## src/hw/rtl/lobm_ram.sv

```systemverilog
// Generic single-port synchronous RAM with registered read.
module lobm_ram #(
    parameter int WIDTH = 8,
    parameter int DEPTH = 16
) (
    input  logic                     clk,
    input  logic                     we,
    input  logic [$clog2(DEPTH)-1:0] addr,
    input  logic [WIDTH-1:0]         wdata,
    output logic [WIDTH-1:0]         rdata
);

    logic [WIDTH-1:0] mem [DEPTH];

    // Registered read; a read of the address being written returns the old contents.
    always_ff @(posedge clk)
    begin
        if (we)
        begin
            mem[addr] <= wdata;
        end
        rdata <= mem[addr];
    end

endmodule

```

## config.mk

```make
export PLATFORM = sky130hd
export DESIGN_NAME = lobm_ram
export DESIGN_NICKNAME = d
export VERILOG_FILES = /design/src/hw/rtl/lobm_ram.sv
export SDC_FILE = /design/constraint.sdc
export NUM_CORES = 1
export LEC_CHECK = 0
export ABC_AREA = 1
export BUFFER_PORTS_ARGS = -buffer_cell sky130_fd_sc_hd__buf_2
export CAP_MARGIN = 20
export CORE_MARGIN = 2
export CORE_UTILIZATION = 45
export CTS_CLUSTER_DIAMETER = 30
export DETAILED_ROUTE_END_ITERATION = 6
export PLACE_DENSITY = 0.7
export SYNTH_ARGS = -nofsm -noshare
export SYNTH_HDL_FRONTEND = slang
export SYNTH_SLANG_ARGS = --single-unit
```

## constraint.sdc

```tcl
create_clock -name clk -period 2.2 [get_ports clk]
set_input_delay 0.44 -clock clk [delete_from_list [all_inputs] [get_ports clk]]
set_output_delay 0.44 -clock clk [all_outputs]
set_load 0.03 [all_outputs]
```

==> reports/qor.txt <==
Layout cells sized above 1: 12.9%
Area Overhead vs Synth: 19.0%
Largest net degree at the start of global routing: 35
Crit end category: flip-flop
Chip Width: 115 microns
CP top delay family: buffers and inverters
GP Congestion: 0.890
Seq/Total Area, Yosys: 71.6%
WP data arrival: 1.60 ns
Placed wire-length estimate: 7790 microns
Post-route cell area: 6660 sq um
Via/cell ratio: 4.82
Avg Cell Area, Syn: 10.2 sq um
First-pass DRT Iterations: 5
CP Class: input pin to flip-flop
Die height: 115 microns
Starting density of the core: 46.4%
Synth cell types: 11
Synth Register Bits: 136
Synthesis Warnings: 0
Vias in the first global route: 3712
Status: complete, no violations
Initial drt markers: 387
Pwr dens: 980 nW/um^2
R2R depth: 8
Syn Std Cell Area: 5590 sq um
CTS Sinks: 136
Hold crit path type: input pin to flip-flop
CP Data Required Time: 2.32 ns
Global Route Usage Sum: 20.4%
Slew HR: 55.9%
Max Fclk: 678 MHz
R2R Path Start: mem[6][6]
Final setup skew: 0.00990 ns
Most frequent CP cell: buf_4
# diodes: 0
Gr ovfl total: 0
Area post-placement: 5980 sq um
Cell Chain, Critical Path: buf_2, buf_4, nand3_1, nor2_1, buf_4
Reg2reg setup slack: 1.16 ns
Critical path destination: mem[15][2]
ANT nets after route: 0
H-tree Lvls: 4
IO buf count: 21
Crit share post-route: 67.1%
DRC: 0
Startpoint Class: input pin
First-pass GRT wire length: 19900 microns
CTS Buf Count: 17
R2R Path End: rdata[6]
Clk Tree Root Cell: clkbuf_16
Final setup margin: 0.724 ns
Die ar.: 13300 sq um
Pre-CTS setup slack: 0.352 ns
Via count: 3727
Final hold slack: 0.461 ns
Final min period: 1.48 ns
Initial antenna violation count: 1
Buf/Inv on CP: 3
Hold Path Stages: 1
Setup repair bufs after CTS: 0
CTS Buffer Depth: 2
Count of max-cap constraint violations: 0
Area of the core: 12100 sq um
Setup TNS: 0 ns
WL/cell: 16.3 microns
Clk slew on worst S/H paths: 0.06 ns
Worst hold start: wdata[5]
IO Pins: 22
Num rows: 40
Max-slew violation count: 0
Crit-path max FO: 34
CTS tree: yes
Post-Route WL: 12600 microns
Syn_nets: 562
Final nets: 606
RSZ-0062 raised after global routing: no
VDD IR-drop max: 0.000453 V
Hold Fails Final Rpt: 0
Levels on crit path: 5
Mapped Cells: 548
Worst-margin pin slew: 0.659 ns
Critical path's largest stage delay: 0.34 ns
Leak pwr: 2.88 nW
Worst-Skew Late Latency: 0.42 ns
Post-CTS Resized: 0
Setup violations, final: 0
Crit-path slowest cell: buf_4
Dpl cells: 741
CTS Hold Bufs: 0
Finished Layout Cells: 773
Setup crit start: addr[0]
==> sequential cells by signal (all words and copies together), names as in the netlist <==
register  flops
mem         128
rdata         8
==> layout by cell type, fill, tap and decap left out, drive strengths merged <==
| cell type | Yosys | layout |
|---|---|---|
| nor2 | 18 | 18 |
| clkbuf | 3 | 20 |
| nand3 | 4 | 4 |
| edfxtp | 128 | 128 |
| bufinv | 0 | 6 |
| nand2 | 346 | 346 |
| clkinv | 1 | 4 |
| inv | 22 | 22 |
| clkinvlp | 0 | 3 |
| buf | 18 | 46 |
| dfxtp | 8 | 8 |
==> power by group <==
part	internal [mW]	switching, mW
clock network	2.18	1.04
registers	2.90	0.0154
logic	0.101	0.285
==> area by class of cell <==
cell class	count	area, sq um
Tap cell	168	210
Clock buffer	20	457
Inverter	23	86.3
Multi-Input combinational cell	368	1390
Fill cell	1036	5400
Sequential cell	136	4000
Timing Repair Buffer	46	293
Clock inverter	12	221
==> Yosys cell counts <==
library cell  number  area share (%)
buf_2             12             1.1
dfxtp_1            8             2.9
nand3_1            4            0.36
clkbuf_1           3            0.20
inv_1             21             1.4
clkinv_1           1           0.067
inv_2              1           0.067
nand2_1          346              23
buf_4              6            0.81
nor2_1            18             1.2
edfxtp_1         128              69
==> cells by family (layout without fill, tap and decap cells) <==
logic type	Yosys count	after routing	synth area share, %
buffers and inverters	44	101	3.62
and+or+nand+nor	368	368	24.8
DFF	136	136	71.6
==> how the worst min path moves through the flow <==
stage                endpoint  slack, ns
finish              mem[3][5]       0.46
global route        mem[0][0]       0.46
CTS                 mem[0][0]       0.44
detailed placement   rdata[0]       0.72
global placement     rdata[0]       0.72
floorplan           mem[0][0]       0.54
==> layer usage <==
metal	wire length, microns	track usage, %	vias up
li1	-	-	1838
met1	5630	28.4	1746
met2	5960	32.2	125
met3	812	4.97	16
met4	175	6.43	2
met5	9	0	-
==> stage by stage <==
stage / power (mW) / utilization, %
floorplan: 3.20 / -
global placement: 3.34 / 49.6
detailed placement: 3.35 / 49.6
CTS: 6.57 / 55.2
global route: 6.72 / 55.2
finish: 6.52 / 55.2
Power figures use the tool's default switching activity.
